<file path="src/hw/rtl/fdiv_pkg.sv">
`timescale 1ns / 1ps
// ----------------------------------------------------------------------------
// fdiv_pkg
// Shared types and constants for the FDIV.D execution block.
// ----------------------------------------------------------------------------
package fdiv_pkg;

  localparam int FDIV_REG_COUNT = 32;

  localparam logic CMD_LOAD = 1'b0;
  localparam logic CMD_EXEC = 1'b1;

  localparam logic [63:0] CANON_NAN = 64'h7FF8_0000_0000_0000;
  localparam logic [10:0] EXP_ALL_ONES = 11'h7FF;
  localparam logic signed [12:0] EXP_BIAS = 13'sd1023;
  localparam logic signed [12:0] EXP_OVF = 13'sd2047;
  localparam logic signed [12:0] EXP_FLUSH = -13'sd55;
  localparam logic [5:0] QUO_LAST = 6'd54;

  typedef enum logic [3:0] {
    ST_IDLE,
    ST_RD_A,
    ST_RD_B,
    ST_UNPACK,
    ST_NORM,
    ST_PREP,
    ST_DIV,
    ST_DENORM,
    ST_ROUND,
    ST_FIN
  } fdiv_state_t;

endpackage

</file>
<file path="src/hw/rtl/fdiv_if.sv">
`timescale 1ns / 1ps
// ----------------------------------------------------------------------------
// fdiv_in_if / fdiv_out_if
// Valid/ready channels for instruction beats and result beats.
// ----------------------------------------------------------------------------
interface fdiv_in_if;
  logic        valid;
  logic        ready;
  logic        cmd;
  logic [31:0] instr;
  logic [4:0]  reg_index;
  logic [63:0] write_value;
  modport source (output valid, cmd, instr, reg_index, write_value, input ready);
  modport sink (input valid, cmd, instr, reg_index, write_value, output ready);
endinterface

interface fdiv_out_if;
  logic        valid;
  logic        ready;
  logic [63:0] quotient;
  logic [4:0]  dest_reg;
  modport source (output valid, quotient, dest_reg, input ready);
  modport sink (input valid, quotient, dest_reg, output ready);
endinterface

</file>
<file path="src/hw/rtl/fp64_divide_instruction.sv">
`timescale 1ns / 1ps
// ----------------------------------------------------------------------------
// fp64_divide_instruction
// FDIV.D unit: register file loads and binary64 division, round to nearest even.
// ----------------------------------------------------------------------------
//  channel  | dir | beat
//  in_ch    | in  | cmd, instr, reg_index, write_value
//  out_ch   | out | quotient, dest_reg (one per execute beat)
//
//  A load beat writes the register file as it is accepted. An execute beat
//  reads both registers; special operands go straight to write-back. Others
//  normalize subnormal operands one bit per cycle, take 55 quotient bits of
//  the shared restoring subtract one per cycle, shift or flush a subnormal
//  result and round it. Reset is synchronous and clears the register file.
//  Results wait in an output register; a full one stalls the next write-back.
// ----------------------------------------------------------------------------
module fp64_divide_instruction
  import fdiv_pkg::*;
#(
  parameter int REG_COUNT = FDIV_REG_COUNT,
  localparam int AW = $clog2(REG_COUNT)
) (
  input logic         clk,
  input logic         rst_n,
  fdiv_in_if.sink     in_ch,
  fdiv_out_if.source  out_ch
);

  fdiv_state_t state_r, state_nxt;

  logic [AW-1:0]    rd_r, rs1_r, rs2_r;
  logic [63:0]      a_r;
  logic             sign_r;
  logic [53:0]      ma_r;
  logic [52:0]      mb_r;
  logic signed [12:0] ea_r, eb_r, e_r;
  logic [54:0]      rem_r;
  logic [54:0]      q_r;
  logic [55:0]      sig_r;
  logic [5:0]       cnt_r;
  logic [63:0]      res_r;
  logic             out_valid_r;
  logic [63:0]      out_q_r;
  logic [AW-1:0]    out_rd_r;

  logic [AW-1:0]    rf_rd_addr;
  logic [63:0]      rf_rd_data;
  logic             rf_wr_en;
  logic [AW-1:0]    rf_wr_addr;
  logic [63:0]      rf_wr_data;

  logic             in_fire, load_fire, fin_go;

  // unpack
  logic [63:0] b;
  logic [10:0] ea, eb;
  logic [51:0] fa, fb;
  logic        s_x, a_nan, b_nan, a_inf, b_inf, a_zero, b_zero, special;
  logic [63:0] special_res;

  // datapath
  logic signed [12:0] e_prep;
  logic        ge;
  logic [54:0] rem_sub, rem_new;
  logic [2:0]  low;
  logic        inc;
  logic [53:0] rsum;
  logic [52:0] mant;
  logic signed [12:0] e_fin;
  logic [63:0] rnd_res;

  fdiv_regfile #(.REG_COUNT(REG_COUNT)) u_rf (
    .clk    (clk),
    .rst_n  (rst_n),
    .rd_addr(rf_rd_addr),
    .rd_data(rf_rd_data),
    .wr_en  (rf_wr_en),
    .wr_addr(rf_wr_addr),
    .wr_data(rf_wr_data)
  );

  assign in_ch.ready = (state_r == ST_IDLE);
  assign in_fire     = in_ch.valid && in_ch.ready;
  assign load_fire   = in_fire && (in_ch.cmd == CMD_LOAD);
  assign fin_go      = (state_r == ST_FIN) && (!out_valid_r || out_ch.ready);

  assign out_ch.valid    = out_valid_r;
  assign out_ch.quotient = out_q_r;
  assign out_ch.dest_reg = 5'(out_rd_r);

  assign rf_rd_addr = (state_r == ST_RD_A) ? rs1_r : rs2_r;
  assign rf_wr_en   = load_fire || fin_go;
  assign rf_wr_addr = load_fire ? in_ch.reg_index[AW-1:0] : rd_r;
  assign rf_wr_data = load_fire ? in_ch.write_value : res_r;

  // special operands
  always_comb begin
    b      = rf_rd_data;
    ea     = a_r[62:52];
    eb     = b[62:52];
    fa     = a_r[51:0];
    fb     = b[51:0];
    s_x    = a_r[63] ^ b[63];
    a_nan  = (ea == EXP_ALL_ONES) && (fa != '0);
    b_nan  = (eb == EXP_ALL_ONES) && (fb != '0);
    a_inf  = (ea == EXP_ALL_ONES);
    b_inf  = (eb == EXP_ALL_ONES);
    a_zero = (ea == '0) && (fa == '0);
    b_zero = (eb == '0) && (fb == '0);
    special     = 1'b1;
    special_res = 64'd0;
    priority if (b == 64'd0) begin
      special_res = 64'd0;
    end else if (a_nan || b_nan) begin
      special_res = CANON_NAN;
    end else if (a_inf) begin
      special_res = b_inf ? CANON_NAN : {s_x, EXP_ALL_ONES, 52'd0};
    end else if (b_inf) begin
      special_res = {s_x, 63'd0};
    end else if (b_zero) begin
      special_res = a_zero ? CANON_NAN : {s_x, EXP_ALL_ONES, 52'd0};
    end else if (a_zero) begin
      special_res = {s_x, 63'd0};
    end else begin
      special = 1'b0;
    end
  end

  // shared subtract, exponent and rounding
  always_comb begin
    e_prep  = ea_r - eb_r + EXP_BIAS;
    ge      = rem_r >= {2'b0, mb_r};
    rem_sub = rem_r - {2'b0, mb_r};
    rem_new = {(ge ? rem_sub[53:0] : rem_r[53:0]), 1'b0};
    low     = sig_r[2:0];
    inc     = (low > 3'd4) || ((low == 3'd4) && sig_r[3]);
    rsum    = {1'b0, sig_r[55:3]} + {53'd0, inc};
    mant    = rsum[53] ? rsum[53:1] : rsum[52:0];
    e_fin   = rsum[53] ? e_r + 13'sd1 : e_r;
    if (e_fin >= EXP_OVF) begin
      rnd_res = {sign_r, EXP_ALL_ONES, 52'd0};
    end else begin
      rnd_res = {sign_r, 11'(e_fin - 13'sd1), 52'd0} + {11'd0, mant};
    end
  end

  always_comb begin
    state_nxt = state_r;
    unique case (state_r)
      ST_IDLE:   if (in_fire && (in_ch.cmd == CMD_EXEC)) state_nxt = ST_RD_A;
      ST_RD_A:   state_nxt = ST_RD_B;
      ST_RD_B:   state_nxt = ST_UNPACK;
      ST_UNPACK: state_nxt = special ? ST_FIN : ST_NORM;
      ST_NORM:   if (ma_r[52] && mb_r[52]) state_nxt = ST_PREP;
      ST_PREP:   state_nxt = ST_DIV;
      ST_DIV:    if (cnt_r == QUO_LAST) state_nxt = ST_DENORM;
      ST_DENORM: if (e_r > 13'sd0) state_nxt = ST_ROUND;
      ST_ROUND:  state_nxt = ST_FIN;
      ST_FIN:    if (fin_go) state_nxt = ST_IDLE;
      default:   state_nxt = ST_IDLE;
    endcase
  end

  always_ff @(posedge clk) begin
    if (!rst_n) begin
      state_r     <= ST_IDLE;
      out_valid_r <= 1'b0;
    end else begin
      state_r <= state_nxt;
      if (fin_go) begin
        out_valid_r <= 1'b1;
      end else if (out_ch.ready) begin
        out_valid_r <= 1'b0;
      end
    end
  end

  always_ff @(posedge clk) begin
    if (fin_go) begin
      out_q_r  <= res_r;
      out_rd_r <= rd_r;
    end
    unique case (state_r)
      ST_IDLE: begin
        rd_r  <= in_ch.instr[7 +: AW];
        rs1_r <= in_ch.instr[15 +: AW];
        rs2_r <= in_ch.instr[20 +: AW];
      end
      ST_RD_B: a_r <= rf_rd_data;
      ST_UNPACK: begin
        res_r  <= special_res;
        sign_r <= s_x;
        ma_r   <= {1'b0, (ea != '0), fa};
        mb_r   <= {(eb != '0), fb};
        ea_r   <= (ea == '0) ? 13'sd1 : $signed({2'b0, ea});
        eb_r   <= (eb == '0) ? 13'sd1 : $signed({2'b0, eb});
      end
      ST_NORM: begin
        if (!ma_r[52]) begin
          ma_r <= {ma_r[52:0], 1'b0};
          ea_r <= ea_r - 13'sd1;
        end
        if (!mb_r[52]) begin
          mb_r <= {mb_r[51:0], 1'b0};
          eb_r <= eb_r - 13'sd1;
        end
      end
      ST_PREP: begin
        cnt_r <= '0;
        if (ma_r < {1'b0, mb_r}) begin
          rem_r <= {ma_r, 1'b0};
          e_r   <= e_prep - 13'sd1;
        end else begin
          rem_r <= {1'b0, ma_r};
          e_r   <= e_prep;
        end
      end
      ST_DIV: begin
        rem_r <= rem_new;
        q_r   <= {q_r[53:0], ge};
        cnt_r <= cnt_r + 6'd1;
        sig_r <= {q_r[53:0], ge, (rem_new != '0)};
      end
      ST_DENORM: begin
        if (e_r <= EXP_FLUSH) begin
          sig_r <= {55'd0, (sig_r != '0)};
          e_r   <= 13'sd1;
        end else if (e_r <= 13'sd0) begin
          sig_r <= {1'b0, sig_r[55:2], sig_r[1] | sig_r[0]};
          e_r   <= e_r + 13'sd1;
        end
      end
      ST_ROUND: res_r <= rnd_res;
      default: ;
    endcase
  end

endmodule

</file>
<file path="src/hw/rtl/fdiv_regfile.sv">
`timescale 1ns / 1ps
// ----------------------------------------------------------------------------
// fdiv_regfile
// Register file with registered read and per-entry valid bits cleared on reset.
// ----------------------------------------------------------------------------
module fdiv_regfile
  import fdiv_pkg::*;
#(
  parameter int REG_COUNT = FDIV_REG_COUNT,
  localparam int AW = $clog2(REG_COUNT)
) (
  input  logic          clk,
  input  logic          rst_n,
  input  logic [AW-1:0] rd_addr,
  output logic [63:0]   rd_data,
  input  logic          wr_en,
  input  logic [AW-1:0] wr_addr,
  input  logic [63:0]   wr_data
);

  logic [63:0]          mem [REG_COUNT];
  logic [REG_COUNT-1:0] vld_r;
  logic [63:0]          rd_q_r;
  logic                 rd_vld_r;

  always_ff @(posedge clk) begin
    if (wr_en) begin
      mem[wr_addr] <= wr_data;
    end
    rd_q_r <= mem[rd_addr];
  end

  always_ff @(posedge clk) begin
    if (!rst_n) begin
      vld_r    <= '0;
      rd_vld_r <= 1'b0;
    end else begin
      rd_vld_r <= vld_r[rd_addr];
      if (wr_en) begin
        vld_r[wr_addr] <= 1'b1;
      end
    end
  end

  assign rd_data = rd_vld_r ? rd_q_r : 64'd0;

endmodule

</file>
<file path="src/flat_wrapper.sv">
// flat-port wrapper written by rule: the top's interface ports become plain ports
module fp64_divide_instruction_flat import fdiv_pkg::*;
#(
  parameter int REG_COUNT = FDIV_REG_COUNT,
  localparam int AW = $clog2(REG_COUNT)
)
  (clk, rst_n, in_ch_valid, in_ch_cmd, in_ch_instr, in_ch_reg_index, in_ch_write_value, in_ch_ready, out_ch_valid, out_ch_quotient, out_ch_dest_reg, out_ch_ready);
  fdiv_in_if in_ch_i ();
  fdiv_out_if out_ch_i ();
  input logic clk;
  input logic rst_n;
  input wire logic [$bits(in_ch_i.valid)-1:0] in_ch_valid;
  input wire logic [$bits(in_ch_i.cmd)-1:0] in_ch_cmd;
  input wire logic [$bits(in_ch_i.instr)-1:0] in_ch_instr;
  input wire logic [$bits(in_ch_i.reg_index)-1:0] in_ch_reg_index;
  input wire logic [$bits(in_ch_i.write_value)-1:0] in_ch_write_value;
  output wire logic [$bits(in_ch_i.ready)-1:0] in_ch_ready;
  output wire logic [$bits(out_ch_i.valid)-1:0] out_ch_valid;
  output wire logic [$bits(out_ch_i.quotient)-1:0] out_ch_quotient;
  output wire logic [$bits(out_ch_i.dest_reg)-1:0] out_ch_dest_reg;
  input wire logic [$bits(out_ch_i.ready)-1:0] out_ch_ready;
  assign in_ch_i.valid = in_ch_valid;
  assign in_ch_i.cmd = in_ch_cmd;
  assign in_ch_i.instr = in_ch_instr;
  assign in_ch_i.reg_index = in_ch_reg_index;
  assign in_ch_i.write_value = in_ch_write_value;
  assign in_ch_ready = in_ch_i.ready;
  assign out_ch_valid = out_ch_i.valid;
  assign out_ch_quotient = out_ch_i.quotient;
  assign out_ch_dest_reg = out_ch_i.dest_reg;
  assign out_ch_i.ready = out_ch_ready;
  fp64_divide_instruction #(.REG_COUNT(REG_COUNT)) u_core (.clk(clk), .rst_n(rst_n), .in_ch(in_ch_i), .out_ch(out_ch_i));
endmodule
</file>
<file path="config.mk">
export PLATFORM = sky130hd
export DESIGN_NAME = fp64_divide_instruction_flat
export DESIGN_NICKNAME = d
export VERILOG_FILES = /design/src/hw/rtl/fdiv_pkg.sv /design/src/hw/rtl/fdiv_if.sv /design/src/hw/rtl/fp64_divide_instruction.sv /design/src/hw/rtl/fdiv_regfile.sv /design/src/flat_wrapper.sv
export SDC_FILE = /design/constraint.sdc
export NUM_CORES = 2
export LEC_CHECK = 0
export BUFFER_PORTS_ARGS = -buffer_cell sky130_fd_sc_hd__buf_2
export CORE_ASPECT_RATIO = 1.5
export CORE_MARGIN = 10
export CORE_UTILIZATION = 45
export CTS_CLUSTER_SIZE = 25
export DETAILED_ROUTE_END_ITERATION = 6
export PLACE_DENSITY = 0.71
export SLEW_MARGIN = 20
export SYNTH_ARGS = -nofsm -noshare
export SYNTH_HDL_FRONTEND = slang
export SYNTH_SLANG_ARGS = --single-unit
</file>
<file path="constraint.sdc">
create_clock -name clk -period 13.6 [get_ports clk]
set_clock_uncertainty 0.1 [all_clocks]
set_input_delay 0.68 -clock clk [delete_from_list [all_inputs] [get_ports clk]]
set_output_delay 0.68 -clock clk [all_outputs]
set_load 0.02 [all_outputs]
</file>
# == Word level (Yosys, flattened, before mapping) ==
# Memory sizes are Yosys's and may differ from the RTL's. A register that Yosys moved wholly into a read port is not among the register bits.
# Index checks and enable logic that the tools add are counted.
# totals
ff_bits,568
latchBits,0
mem_bits_rw,2048
romBits,0
in_bits,106
output_inout_bits,71
elab_cells,167
mem_count,1
# memory_table
memory,words,width,read_ports,rd_ports_with_merged_regs,write_ports,line,rtl
u_core.u_rf.mem,32,64,1,1,1,fdiv_regfile.sv:21,logic [63:0] mem [REG_COUNT];
# op_classes
add_sub_neg,11
mul,0
n_div,0
magnitude_cmp,10
eq_ne,21
shift,0
mux,58
n_bitwise,4
reduce_logical,39
# op_table
cell,count
2-to-1 mux 64 bit,11
case mux 64 bit (2 select lines),1
2-to-1 mux 56 bit,2
case mux 56 bit (2 select lines),1
case mux 55 bit (2 select lines),1
2-to-1 mux 54 bit,2
case mux 54 bit (2 select lines),1
2-to-1 mux 53 bit,2
case mux 53 bit (2 select lines),1
logical NOT 52 bit,2
nonzero test 52 bit,2
2-to-1 mux 13 bit,6
case mux 13 bit (2 select lines),3
adder 64 x 53 -> 64 bit,1
logical NOT 64 bit,1
nonzero test 56 bit,1
greater-or-equal comparator 55 x 53 -> 1 bit,1
2-to-1 mux 55 bit,1
nonzero test 55 bit,1
adder 53 x 1 -> 54 bit,1
< comparator 54 x 53 -> 1 bit,1
subtractor 54 x 53 -> 54 bit,1
case mux 4 bit (10 select lines),1
subtractor 13 x 2 -> 13 bit (second input constant),3
42 further kinds,95

# == Depth between registers and ports, before layout ==
# depth
ltp_word,10
depth_mapped,21
mapped_depth_nobuf,20

# == Modules after synthesis ==
# From an unflattened synthesis, not the netlist that was laid out.
# hier_totals
hier_cells,6170
hier_area_um2,111242.9
# by_module_without_submodules
mod,n_inst,cells_each,area_each_um2,seq_area_each_um2
fdiv_regfile,1,3178,80434.6,63440.8
fp64_divide_instruction,1,2992,30808.3,15985.3

# == Worst setup path after synthesis ==
# Ideal clock, no wire load.
# synth_path
path_kind,register -> register
start,register u_core.state_r[0]
end,memory u_core.u_rf.mem[16][0] (enable)
setup_ns,0.488
arrival_ns,6.995
required_time_ns,13.012
path_slack_ns,6.017
path_stages_with_launch,7
n_path_buf,0
period_less_slack_ns,7.583
path_cell_list,dfxtp_1 > nor4_1 > nand3b_1 > nor2_1 > o21bai_1 > a32oi_1 > nor2_1
# synth_via
elab_chain_cells,6
word_cells_on_any_way,9
classes_between,1 x eq/ne; 3 x mux; 5 x reduce/logical
# synth_rtl
item,line,rtl
start: declaration,fp64_divide_instruction.sv:29,"fdiv_state_t state_r, state_nxt;"
start signal: assignment,fp64_divide_instruction.sv:169,state_r <= state_nxt;
logical NOT 4 bit *,fp64_divide_instruction.sv:82,assign in_ch.ready = (state_r == ST_IDLE);
via in_ch_ready,flat_wrapper.sv:17,output wire logic [$bits(in_ch_i.ready)-1:0] in_ch_ready;
logical AND 1 bit *,fp64_divide_instruction.sv:83,assign in_fire = in_ch.valid && in_ch.ready;
logical AND 1 bit *,fp64_divide_instruction.sv:84,assign load_fire = in_fire && (in_ch.cmd == CMD_LOAD);
logical OR 1 bit,fp64_divide_instruction.sv:92,assign rf_wr_en = load_fire || fin_go;
2-to-1 mux 1 bit,fdiv_regfile.sv:27,if (wr_en) begin
2-to-1 mux 1 bit (not written as such),fdiv_regfile.sv:28,mem[wr_addr] <= wr_data;
end: declaration,fdiv_regfile.sv:21,
# The timed path passes the listed nets; every way through them passes the cells marked *.

# == Final worst setup path ==
# layout_path
start,register u_core.state_r[1]
end,memory u_core.u_rf.mem[12][29] (enable)
# layout_via
elab_chain_cells,6
word_cells_on_any_way,9
classes_between,1 x eq/ne; 3 x mux; 5 x reduce/logical
# layout_rtl
item,line
logical NOT 4 bit,fp64_divide_instruction.sv:82
logical AND 1 bit,fp64_divide_instruction.sv:83
logical AND 1 bit,fp64_divide_instruction.sv:84
logical OR 1 bit,fp64_divide_instruction.sv:92
2-to-1 mux 1 bit,fdiv_regfile.sv:27
2-to-1 mux 1 bit (not written as such),fdiv_regfile.sv:28
# Several ways; a longest one is shown, not always the timed one.

==> out/metrics.yaml <==
cts_max_level: 4
worstPathMaxFanout: 53
vias_per_cell: 6.06
crit_type: "reg -> reg"
post_cts_resized: 0
coreArea_sq_um: 248000
r2r_start: "u_core.state_r[1]"
status: "complete, no violations"
power.density_nw_per_um2: 196
crit_arrival_ns: 7.11
max_slew.worst_pin.slew_ns: 1.35
synth_area_sq_um: 112000
fin_setup_tns_ns: 0
drt.antenna.violating_nets: 0
cts_setup_buffers: 0
placed_cell_area_sq_um: 117000
worstSkewPairLatency_ns: 0.91
fmax_mhz: 148
crit_start: "u_core.state_r[1]"
yosys_warnings: 0
grt_max_degree: 156
synthFlopType: "edfxtp_1"
antenna_found_initial: 16
p_total_mw: 24.5
async_flop_share_pct: 0
num-nets-final: 7531
die_w_microns: 428
clkSinkCount: 2679
grt.total_usage_pct: 22.7
synth.area.mux_share_pct: 11.0
rows: 224
ioPinCount: 177
rsz0062_at_grt: "false"
endpoint_kind: "flop"
min_period_over_period_pct: 49.6
max-slew-margin-rel_pct: 9.66
synth-xor-area-share_pct: 1.32
yosysUniqueCellTypes: 91
syn_to_final_growth_pct: 11.2
die_h_microns: 632
wl_mm: 314
finalCriticalPeriod_ns: 6.75
gr-total-overflow: 0
hold_viol_final: 0
synth_top_area_share_pct: 68.9
setup_viol: 0
layout-drive-gt1-share_pct: 17.0
yosysSeqAreaShare_pct: 70.8
cts_tree: "built"
ir_drop_mv: 0.377
synth.avg_cell_area_sq_um: 15.7
detail_route.wl_per_cell_microns: 29.2
clk_pin_slew_ns: 0.07
die_area_sq_um: 270000
cap_violations: 0
synth_nets: 7395
start_util_pct: 45.2
synth_edf_count: 2577
grt_pass1_vias: 65500
io_buffers: 159
synth_compound_area_share_pct: 3.42
synth_fa_ha_area_share_pct: 1.61
place_ws_ns: 7.01
synth-simple-area-share_pct: 10.1
synth_top_family_by_area: "multiplexers"
hold_path_class: "in -> reg"
drt_iter0_drc: 7429
slew_viol_final: 0
required_ns: 13.97
cts.path.max_buffers: 4
grt_pass1_wl_mm: 451
synth_area_leaders: "edfxtp_1, mux4_2, nand2_1"
largest_reg_flops: 2048
drc_errors: 0
hp-start: "out_ch_ready"
clock-root-buffer: "clkbuf_16"
numCtsBuffers: 233
yosys.area.top_type: "edfxtp_1"
syn_inst: 7146
fin_area_sq_um: 125000
p_leak_nw: 41.7
hpwl_mm: 185
place_congestion: 0.890
vias: 65200
start_kind: "flop"
synth_seq_cells: 2679
worst_slack_ns: 6.85
max_flop_register: "u_core.u_rf.mem"
holdWs_ns: 0.0600
drtPass1Iterations: 6
## Yosys cell counts, types with 9 or more instances
master and count:
a211oi_1 33, a21boi_0 9, a21o_1 61, a21oi_1 153, a31oi_1 36, and2_1 84
and3_1 39, and4_1 14, buf_1 82, buf_2 14, clkbuf_1 291, dfxtp_1 102
edfxtp_1 2577, ha_1 141, inv_1 117, mux2i_1 54, mux4_2 520, nand2_1 1254
nand2b_1 15, nand3_1 522, nand3b_1 56, nand4_1 63, nor2_1 221, nor2b_1 23
nor3_1 40, nor4_1 70, o211ai_1 12, o21a_1 38, o21ai_0 104, o21bai_1 12
o31ai_1 57, or3_1 14, or4_1 9, xnor2_1 108, xor2_1 61
## path summary, 6_finish.rpt
check | to | slack, ns | cells after the start
max | u_core.u_rf.mem[12][29] | 6.85 | 11
min | u_core.out_ch.valid | 0.06 | 3
max reg2reg | u_core.u_rf.mem[12][29] | 6.85 | 11
min reg2reg | u_core.q_r[32] | 0.32 | 0
## repair_timing
action,4_1_cts,5_1_grt
hold buffers,15,0
hold endpoints to repair,15,0
endpoints found under the setup margin,0,0
## cells by family (layout without fill, tap and decap cells)
kind of cell	Yosys count	in the layout
XOR/XNOR	169	169
multiplexers	580	580
adder cells (fa/ha/maj)	143	143
other	0	5
AND/OR/NAND/NOR	2468	2468
flip-flops	2679	2679
buffers and inverters	519	846
AO/OA/AOI/OAI	588	588
## placed cells by master (no fill, tap or decap), drive strengths merged, types with 38 or more instances in the layout
cell type,synthesis,layout
nand3b,56,56
nor2,221,221
buf,101,287
a21o,62,62
edfxtp,2577,2577
clkinv,1,92
mux2i,54,54
a21oi,153,153
and3,43,43
xor2,61,61
o21a,38,38
nand4,63,63
nand3,522,522
mux4,520,520
nand2,1254,1254
inv,117,122
ha,141,141
nor4,73,73
nor3,40,40
o21ai,106,106
dfxtp,102,102
o31ai,57,57
clkbuf,300,302
xnor2,108,108
and2,85,85
## critical path, stage by stage, from the launching register on
cell and delay (ns):
dfxtp_1 0.75, nor4_2 0.11, buf_4 0.30, nand3b_1 0.70, buf_4 0.73, clkinv_2 0.70
o21bai_1 0.52, a32oi_1 0.17, buf_4 0.24, nor2_4 0.64, buf_4 0.64, buf_4 0.63
## through the flow
stage / instances / util, %
after floorplan: 7146 / -
after global placement: 10300 / 47.1
after detailed placement: 10300 / 47.1
after CTS: 10800 / 50.2
after global routing: 10800 / 50.3
final: 10800 / 50.3
## per-layer routing
| layer | vias to the layer above | global-route usage, % | part of all wire (%) |
|---|---|---|---|
| met5 | - | 0 | 0.026 |
| met4 | 14 | 10.6 | 5.4 |
| met3 | 737 | 4.03 | 8.9 |
| met2 | 3375 | 39.4 | 51 |
| met1 | 33300 | 27.5 | 35 |
| li1 | 27800 | - | - |
## cell type report
class,instances,area [sq um]
clock buffer,302,6340
multi-input combinational,3948,31300
clock inverter,124,1240
timing repair buffer,302,2000
inverter,118,448
tap,3277,4100
sequential,2679,79400
fill,20100,123000
antenna,5,12.5
## where the power goes
part / switching [mW] / internal [mW] / total [mW]
sequential: 0.306 / 10.0 / 10.3
clock: 2.96 / 3.72 / 6.68
combinational: 4.72 / 2.78 / 7.49
total: 7.98 / 16.5 / 24.5
(Power assumes the default switching activity.)
